--- config.mk ---
export PLATFORM = sky130hd
export DESIGN_NAME = reconnect_backoff_supervisor_core
export DESIGN_NICKNAME = d
export VERILOG_FILES = /design/src/rtl/core/rbs_pkg.sv /design/src/rtl/core/reconnect_backoff_supervisor_core.sv /design/src/rtl/core/rbs_cfg_regs.sv /design/src/rtl/core/rbs_engine.sv
export SDC_FILE = /design/constraint.sdc
export NUM_CORES = 1
export LEC_CHECK = 0
export CORE_ASPECT_RATIO = 0.5
export CORE_MARGIN = 2
export CORE_UTILIZATION = 29
export CTS_CLUSTER_SIZE = 16
export DETAILED_ROUTE_END_ITERATION = 12
export DONT_BUFFER_PORTS = 1
export PLACE_DENSITY_LB_ADDON = 0.05
export REMOVE_ABC_BUFFERS = 1
export SLEW_MARGIN = 10
export SYNTH_ARGS = -nofsm -noshare
export SYNTH_HDL_FRONTEND = slang
export SYNTH_SLANG_ARGS = --single-unit
--- constraint.sdc ---
create_clock -name aclk -period 7.31 [get_ports aclk]
set_input_delay 1.0965 -clock aclk [delete_from_list [all_inputs] [get_ports aclk]]
set_output_delay 1.0965 -clock aclk [all_outputs]
set_load 0.1 [all_outputs]
--- src/rtl/core/rbs_pkg.sv ---
// Package for the reconnect backoff supervisor: beat structs, config struct,
// event codes, register indexes and reset values. No dependencies.
`timescale 1ns / 1ps

package rbs_pkg;

    // event codes carried in the func field
    localparam logic [2:0] EV_START          = 3'd0;
    localparam logic [2:0] EV_STOP           = 3'd1;
    localparam logic [2:0] EV_LINK_UP        = 3'd2;
    localparam logic [2:0] EV_LINK_LOST      = 3'd3;
    localparam logic [2:0] EV_DEADLINE_EXP   = 3'd4;
    localparam logic [2:0] EV_RETRY_EXP      = 3'd5;

    // configuration register indexes
    localparam logic [2:0] REG_FIRST_DELAY   = 3'd0;
    localparam logic [2:0] REG_GROWTH        = 3'd1;
    localparam logic [2:0] REG_MAX_DELAY     = 3'd2;
    localparam logic [2:0] REG_JITTER        = 3'd3;
    localparam logic [2:0] REG_TIMEOUT       = 3'd4;

    // configuration reset values
    localparam logic [30:0] FIRST_DELAY_RST  = 31'd250;
    localparam logic [7:0]  GROWTH_RST       = 8'd2;
    localparam logic [30:0] MAX_DELAY_RST    = 31'd30000;
    localparam logic [15:0] JITTER_RST       = 16'd0;
    localparam logic [30:0] TIMEOUT_RST      = 31'd5000;

    localparam logic [15:0] COUNT_MAX        = 16'hFFFF;

    typedef struct packed {
        logic [2:0]  func;
        logic        attached_now;
        logic        socket_found;
        logic [15:0] jitter_draw;
    } in_beat_t;

    typedef struct packed {
        logic        connect_now;
        logic [30:0] deadline_ms;
        logic        arm_retry;
        logic [31:0] retry_delay_ms;
        logic        stop_deadline;
        logic        stop_retry;
        logic        lost_report;
        logic        attached_report;
        logic [15:0] attempt_number;
        logic        waiting_retry;
    } out_beat_t;

    typedef struct packed {
        logic [30:0] first_delay_ms;
        logic [7:0]  growth_factor;
        logic [30:0] maximum_delay_ms;
        logic [15:0] jitter_ms;
        logic [30:0] attempt_timeout_ms;
    } cfg_t;

endpackage

--- src/rtl/core/reconnect_backoff_supervisor_core.sv ---
// Top level of the reconnect backoff supervisor: input and result registers,
// handshake control and checks. Depends on rbs_pkg, rbs_cfg_regs, rbs_engine.
`timescale 1ns / 1ps

// Supervises one link with capped exponential backoff and jitter.
// Input channel s_*: one event beat (func, attached_now, socket_found,
// jitter_draw) per handshake. Result channel m_*: exactly one command beat per
// event, in order. Configuration: cfg_we / cfg_index / cfg_wdata write one
// register per cycle, no wait, and should only be used while the block is idle.
// A beat accepted is held in the input register, processed in one pass and
// moves into the result register, raising m_valid, once it is free.
// Throughput: one beat per cycle while the receiver does not stall; the state
// update (one 31x8 multiply, a compare and an add) settles in the single step
// from input to result register. When the receiver stalls, the result register
// holds its beat, the input register fills with the next beat and s_ready then
// drops until m_ready returns. Reset (aresetn low, synchronous) empties both
// registers, clears the supervisor state and restores the configuration reset
// values.
module reconnect_backoff_supervisor_core import rbs_pkg::*; (
    input  logic        aclk,
    input  logic        aresetn,
    input  logic        s_valid,
    output logic        s_ready,
    input  in_beat_t    s_data,
    output logic        m_valid,
    input  logic        m_ready,
    output out_beat_t   m_data,
    input  logic        cfg_we,
    input  logic [2:0]  cfg_index,
    input  logic [30:0] cfg_wdata
);

    cfg_t      cfg;
    logic      in_valid_reg, in_valid_next;
    in_beat_t  in_data_reg;
    logic      out_valid_reg, out_valid_next;
    out_beat_t out_data_reg;
    out_beat_t step_beat;
    logic      advance;

    rbs_cfg_regs u_cfg (
        .aclk      (aclk),
        .aresetn   (aresetn),
        .cfg_we    (cfg_we),
        .cfg_index (cfg_index),
        .cfg_wdata (cfg_wdata),
        .cfg       (cfg)
    );

    rbs_engine u_engine (
        .aclk     (aclk),
        .aresetn  (aresetn),
        .step_en  (advance),
        .in_beat  (in_data_reg),
        .cfg      (cfg),
        .out_beat (step_beat)
    );

    // beat moves from input to result register when the latter is free
    assign advance = in_valid_reg && (!out_valid_reg || m_ready);
    assign s_ready = !in_valid_reg || advance;

    always_comb begin
        in_valid_next = in_valid_reg;
        if (s_valid && s_ready) begin
            in_valid_next = 1'b1;
        end else if (advance) begin
            in_valid_next = 1'b0;
        end
        out_valid_next = out_valid_reg;
        if (advance) begin
            out_valid_next = 1'b1;
        end else if (m_ready) begin
            out_valid_next = 1'b0;
        end
    end

    // control flags
    always_ff @(posedge aclk) begin
        if (!aresetn) begin
            in_valid_reg  <= 1'b0;
            out_valid_reg <= 1'b0;
        end else begin
            in_valid_reg  <= in_valid_next;
            out_valid_reg <= out_valid_next;
        end
    end

    // payload registers
    always_ff @(posedge aclk) begin
        if (s_valid && s_ready) begin
            in_data_reg <= s_data;
        end
        if (advance) begin
            out_data_reg <= step_beat;
        end
    end

    assign m_valid = out_valid_reg;
    assign m_data  = out_data_reg;

    // a retry is only armed when it leaves the block waiting
    assert property (@(posedge aclk) disable iff (!aresetn)
        m_valid |-> (!m_data.arm_retry || m_data.waiting_retry))
        else $error("retry armed without waiting flag");

    // connecting and backing off never happen for the same event
    assert property (@(posedge aclk) disable iff (!aresetn)
        m_valid |-> !(m_data.connect_now && m_data.arm_retry))
        else $error("connect and retry in one beat");

    // an attach clears the count and the pending retry
    assert property (@(posedge aclk) disable iff (!aresetn)
        (m_valid && m_data.attached_report) |->
            (m_data.attempt_number == 16'd0 && !m_data.waiting_retry))
        else $error("attach left count or retry pending");

    // both registers full and stalled: no new beat may enter
    assert property (@(posedge aclk) disable iff (!aresetn)
        (in_valid_reg && m_valid && !m_ready) |-> !s_ready)
        else $error("input taken while pipeline is full");

endmodule

--- src/rtl/core/rbs_cfg_regs.sv ---
// Configuration register file of the reconnect backoff supervisor.
// Depends on rbs_pkg for the register indexes, reset values and cfg_t.
`timescale 1ns / 1ps

module rbs_cfg_regs import rbs_pkg::*; (
    input  logic        aclk,
    input  logic        aresetn,
    input  logic        cfg_we,
    input  logic [2:0]  cfg_index,
    input  logic [30:0] cfg_wdata,
    output cfg_t        cfg
);

    cfg_t cfg_reg;
    cfg_t cfg_next;

    // decode the write into the addressed field, unknown indexes ignored
    always_comb begin
        cfg_next = cfg_reg;
        if (cfg_we) begin
            case (cfg_index)
                REG_FIRST_DELAY: cfg_next.first_delay_ms     = cfg_wdata;
                REG_GROWTH:      cfg_next.growth_factor      = cfg_wdata[7:0];
                REG_MAX_DELAY:   cfg_next.maximum_delay_ms   = cfg_wdata;
                REG_JITTER:      cfg_next.jitter_ms          = cfg_wdata[15:0];
                REG_TIMEOUT:     cfg_next.attempt_timeout_ms = cfg_wdata;
                default:         cfg_next = cfg_reg;
            endcase
        end
    end

    always_ff @(posedge aclk) begin
        if (!aresetn) begin
            cfg_reg.first_delay_ms     <= FIRST_DELAY_RST;
            cfg_reg.growth_factor      <= GROWTH_RST;
            cfg_reg.maximum_delay_ms   <= MAX_DELAY_RST;
            cfg_reg.jitter_ms          <= JITTER_RST;
            cfg_reg.attempt_timeout_ms <= TIMEOUT_RST;
        end else begin
            cfg_reg <= cfg_next;
        end
    end

    assign cfg = cfg_reg;

endmodule

--- src/rtl/core/rbs_engine.sv ---
// Supervisor state and the single-pass event logic: one event beat in,
// one command beat out, state updated when the beat moves on.
// Depends on rbs_pkg for the beat and config structs and event codes.
`timescale 1ns / 1ps

module rbs_engine import rbs_pkg::*; (
    input  logic      aclk,
    input  logic      aresetn,
    input  logic      step_en,
    input  in_beat_t  in_beat,
    input  cfg_t      cfg,
    output out_beat_t out_beat
);

    logic        running_reg, running_next;
    logic        waiting_reg, waiting_next;
    logic        att_before_reg, att_before_next;
    logic        loss_rep_reg, loss_rep_next;
    logic [15:0] count_reg, count_next;
    logic [39:0] base_reg, base_next;

    logic        is_start;
    logic [39:0] sched_base;
    logic        below_max;
    logic [30:0] delay_capped;
    logic [7:0]  growth_eff;
    logic [38:0] product;
    logic [39:0] base_grown;
    logic [15:0] jitter_clamped;
    logic [31:0] retry_sum;

    // backoff datapath: cap, grow once, add clamped jitter
    assign is_start       = (in_beat.func == EV_START);
    assign sched_base     = is_start ? {9'd0, cfg.first_delay_ms} : base_reg;
    assign below_max      = sched_base < {9'd0, cfg.maximum_delay_ms};
    assign delay_capped   = below_max ? sched_base[30:0] : cfg.maximum_delay_ms;
    assign growth_eff     = (cfg.growth_factor == 8'd0) ? 8'd1 : cfg.growth_factor;
    assign product        = {8'd0, sched_base[30:0]} * {31'd0, growth_eff};
    assign base_grown     = below_max ? {1'b0, product} : sched_base;
    assign jitter_clamped = (in_beat.jitter_draw < cfg.jitter_ms) ? in_beat.jitter_draw
                                                                  : cfg.jitter_ms;
    assign retry_sum      = {1'b0, delay_capped} + {16'd0, jitter_clamped};

    // event decode and state update
    always_comb begin
        logic do_attempt;
        logic do_check;
        logic do_sched;
        out_beat_t cmd;

        running_next    = running_reg;
        waiting_next    = waiting_reg;
        att_before_next = att_before_reg;
        loss_rep_next   = loss_rep_reg;
        count_next      = count_reg;
        base_next       = base_reg;
        do_attempt      = 1'b0;
        do_check        = 1'b0;
        do_sched        = 1'b0;
        cmd             = '0;

        case (in_beat.func)
            EV_START: begin
                running_next    = 1'b1;
                att_before_next = 1'b0;
                loss_rep_next   = 1'b0;
                count_next      = 16'd0;
                base_next       = {9'd0, cfg.first_delay_ms};
                do_attempt      = 1'b1;
            end
            EV_STOP: begin
                running_next      = 1'b0;
                waiting_next      = 1'b0;
                cmd.stop_retry    = 1'b1;
                cmd.stop_deadline = 1'b1;
            end
            EV_LINK_UP: begin
                do_check = running_reg && in_beat.attached_now;
            end
            EV_LINK_LOST: begin
                if (running_reg && !in_beat.attached_now) begin
                    if (att_before_reg && !loss_rep_reg) begin
                        loss_rep_next   = 1'b1;
                        cmd.lost_report = 1'b1;
                    end
                    do_sched = !waiting_reg;
                end
            end
            EV_DEADLINE_EXP: begin
                do_sched = running_reg && !waiting_reg;
            end
            EV_RETRY_EXP: begin
                do_attempt = running_reg;
            end
            default: begin
                do_attempt = 1'b0;
            end
        endcase

        // connection attempt: attach check, or count up and connect / back off
        if (do_attempt) begin
            cmd.stop_retry = 1'b1;
            waiting_next   = 1'b0;
            if (in_beat.attached_now) begin
                do_check = 1'b1;
            end else begin
                if (count_next != COUNT_MAX) begin
                    count_next = count_next + 16'd1;
                end
                if (!in_beat.socket_found) begin
                    do_sched = 1'b1;
                end else begin
                    cmd.connect_now = 1'b1;
                    cmd.deadline_ms = cfg.attempt_timeout_ms;
                end
            end
        end

        // link attached: clear counters and backoff
        if (do_check) begin
            cmd.stop_deadline   = 1'b1;
            cmd.stop_retry      = 1'b1;
            waiting_next        = 1'b0;
            count_next          = 16'd0;
            base_next           = {9'd0, cfg.first_delay_ms};
            att_before_next     = 1'b1;
            loss_rep_next       = 1'b0;
            cmd.attached_report = 1'b1;
        end

        // arm the retry timer with the capped delay
        if (do_sched) begin
            cmd.stop_deadline  = 1'b1;
            waiting_next       = 1'b1;
            base_next          = base_grown;
            cmd.arm_retry      = 1'b1;
            cmd.retry_delay_ms = retry_sum;
        end

        cmd.attempt_number = count_next;
        cmd.waiting_retry  = waiting_next;
        out_beat           = cmd;
    end

    always_ff @(posedge aclk) begin
        if (!aresetn) begin
            running_reg    <= 1'b0;
            waiting_reg    <= 1'b0;
            att_before_reg <= 1'b0;
            loss_rep_reg   <= 1'b0;
            count_reg      <= 16'd0;
            base_reg       <= 40'd0;
        end else if (step_en) begin
            running_reg    <= running_next;
            waiting_reg    <= waiting_next;
            att_before_reg <= att_before_next;
            loss_rep_reg   <= loss_rep_next;
            count_reg      <= count_next;
            base_reg       <= base_next;
        end
    end

endmodule

==> summary.txt <==
critical path class -> flop to flop
final cell count without fillers -> 3,610
first-pass GRT wire length -> 116,000 µm
CTS tree -> done
Storage cell area -> 6800 µm²
final hold violations -> 0
Max clock buf depth -> 3
drt first pass iters -> 5
Crit Path Max Fanout -> 27
fin crit share -> 0.937
diode count -> 0
starting density of the core -> 0.292
Flop pwr share -> 0.439
CTS sink count -> 286
Layout area overhead -> 11.1%
layout cells sized above 1 -> 0.0680
Leak -> 0.0103 µW
hold slack -> 0.452 ns
synth warn -> 0
# placed instances -> 3,549
Hold Buf Count CTS -> 0
hold crit path type -> flop to flop
Clk network pwr share -> 0.405
outcome -> finished clean
CTS root buf -> clkbuf_16
f_max -> 0.146 GHz
CTS clk-pin slew, worst paths -> 0.07 ns
Worst EP arrival -> 7.30 ns
Int Pwr -> 2880 µW
Sw Ratio -> 0.330
critical path capture point type -> flop
PostCTS Resize Cnt -> 0
Die ar. -> 80,000 µm²
area of the multi-input gates -> 14,200 µm²
Total GRT Usage -> 0.189
DR WL/cell -> 20.6 µm
min Tclk post-route -> 6.85 ns
Yosys top cell by area -> dfxtp_1
Vias -> 17,700
Die X -> 398 µm
PwrDens -> 172 nW/µm²
post-place setup slack -> 0.402 ns
routability-driven placement congestion ratio -> 0.807
RSZ-0062 raised after global routing -> false
Least-Margin Pin Slew -> 1.19 ns
core outline area -> 77,000 µm²
worst skew pair latency -> 0.58 ns
VDD IR max -> 0.122 mV
number of global-route vias before repair -> 18,200
DP HPWL -> 55,600 µm
CTS buffer count -> 34
via/cell ratio -> 4.90
synth unique cells -> 76
most instantiated cells after synthesis -> nand2_1, inv_1, dfxtp_1
CP Data Required Time -> 7.76 ns
initial DRC count -> 1,164
final WL -> 74,500 µm
DP Area -> 23,900 µm²
max-slew violation count -> 0
total gr overflow -> 0
ANT nets after route -> 0
number of setup buffers added after CTS -> 0
Setup WS post-layout -> 0.460 ns
Gate Count Post-Synth -> 2,581
sequential area share after synthesis -> 0.302
fill count -> 8,128
max FFs per register -> 117
Max-slew headroom -> 0.205
DR DRC count -> 0
final instance area -> 25,000 µm²
Mapped Area -> 22,500 µm²
most common cell in the netlist -> nand2_1
io pins -> 148
async set-or-reset flop fraction in the synthesized netlist -> 0
largest net degree at the start of global routing -> 156
initial antenna violation count -> 1
Sw Pwr -> 1420 µW
Die Ht -> 201 µm
#FFs+latches synth -> 286
largest cells by area after synthesis -> dfxtp_1, fa_1, edfxtp_1
final net count -> 2,905
Setup Skew -> 0.0246 ns
Synth Flop Type -> dfxtp_1
htree depth -> 2
fin util -> 0.325
endpoints failing setup -> 0
Worst Setup Start Kind -> flop
Synth top area share -> 0.159
port bufs -> 0
Combinational Power Share -> 0.156
Post-synth EDFFs -> 107
Max Cap Viol -> 0
FP Rows -> 72
syn_area_per_cell -> 8.72 µm²
kinds of logic after synthesis:
family / synth area share
AND/OR/NAND/NOR: 0.206
multiplexers: 0.0241
adder cells (fa/ha/maj): 0.223
buffers and inverters: 0.0707
XOR/XNOR: 0.0195
flip-flops: 0.302
AO/OA/AOI/OAI: 0.154
worst max-delay path: stages (launching register included):
cell      delay [ns]
edfxtp_1        0.43
nor3_4          0.41
buf_12          0.27
mux2i_1         0.41
inv_1           0.26
buf_4           0.23
and2_1          0.16
fa_1            0.49
fa_1            0.45
fa_1            0.54
inv_1           0.05
fa_1            0.53
inv_1           0.04
ha_1            0.46
nand2_1         0.14
o211ai_1        0.29
a32oi_1         0.17
a311oi_1        0.37
buf_4           0.19
o311ai_2        0.13
a21boi_0        0.32
mux2i_1         0.12
a211o_1         0.23
per-stage QoR:
step,total power [µW],TNS [ns]
finish,4290,0
global route,4500,0
CTS,4360,0
detailed placement,2590,0
global placement,2590,0
floorplan,2310,-23.16
final cells by class:
type / count / share of cell area
Tap cell: 1036 / 0.0518
Timing Repair Buffer: 78 / 0.0239
Sequential cell: 286 / 0.272
Clock inverter: 18 / 0.00670
Multi-Input combinational cell: 1874 / 0.567
Clock buffer: 43 / 0.0375
Inverter: 275 / 0.0415
routing by layer:
layer	up-vias	part of all wire	routed length [µm]	global-route usage
met5	-	0.00012	9	0
met4	2	0.016	1180	0.0372
met1	8793	0.49	36200	0.265
met2	257	0.46	34300	0.308
li1	8576	-	-	-
met3	66	0.038	2840	0.0302
power groups by stage:
stage               Sequential [µW]  Combinational [µW]  Clock (µW)
finish                         1880                 670        1740
global route                   1890                 742        1870
CTS                            1890                 674        1800
detailed placement             1920                 671           0
global placement               1920                 671           0
floorplan                      1910                 401           0
path summary, 6_finish.rpt:
| kind | startpoint | endpoint | slack, ns | cells after the start |
|---|---|---|---|---|
| setup / recovery | in_data_reg[19]$_DFFE_PP_ | u_engine.base_reg[35]$_SDFFE_PN0P_ | 0.46 | 22 |
| hold / removal | u_engine.base_reg[31]$_SDFFE_PN0P_ | u_engine.base_reg[31]$_SDFFE_PN0P_ | 0.45 | 2 |
| setup reg to reg | in_data_reg[19]$_DFFE_PP_ | u_engine.base_reg[35]$_SDFFE_PN0P_ | 0.46 | 22 |
| hold reg to reg | u_engine.base_reg[31]$_SDFFE_PN0P_ | u_engine.base_reg[31]$_SDFFE_PN0P_ | 0.45 | 2 |
cell usage in the layout, fill, tap and decap left out, types with 17 or more instances in the layout:
master     count
xor2_1        19
a21o_1        24
clkbuf_16     36
edfxtp_1     107
nand3_1       50
nor2b_1      100
buf_4         77
nor3_1        38
xnor2_1       31
and3_1        18
mux2i_1       35
nand2_1      421
a21boi_0     112
o21ai_0       83
o211ai_1      30
inv_1        268
a211oi_1      19
ha_1         121
nor2_1       109
mux2_2        17
dfxtp_1      179
a21oi_1      109
fa_1         175
and2_1       138
Power figures use the tool's default switching activity.
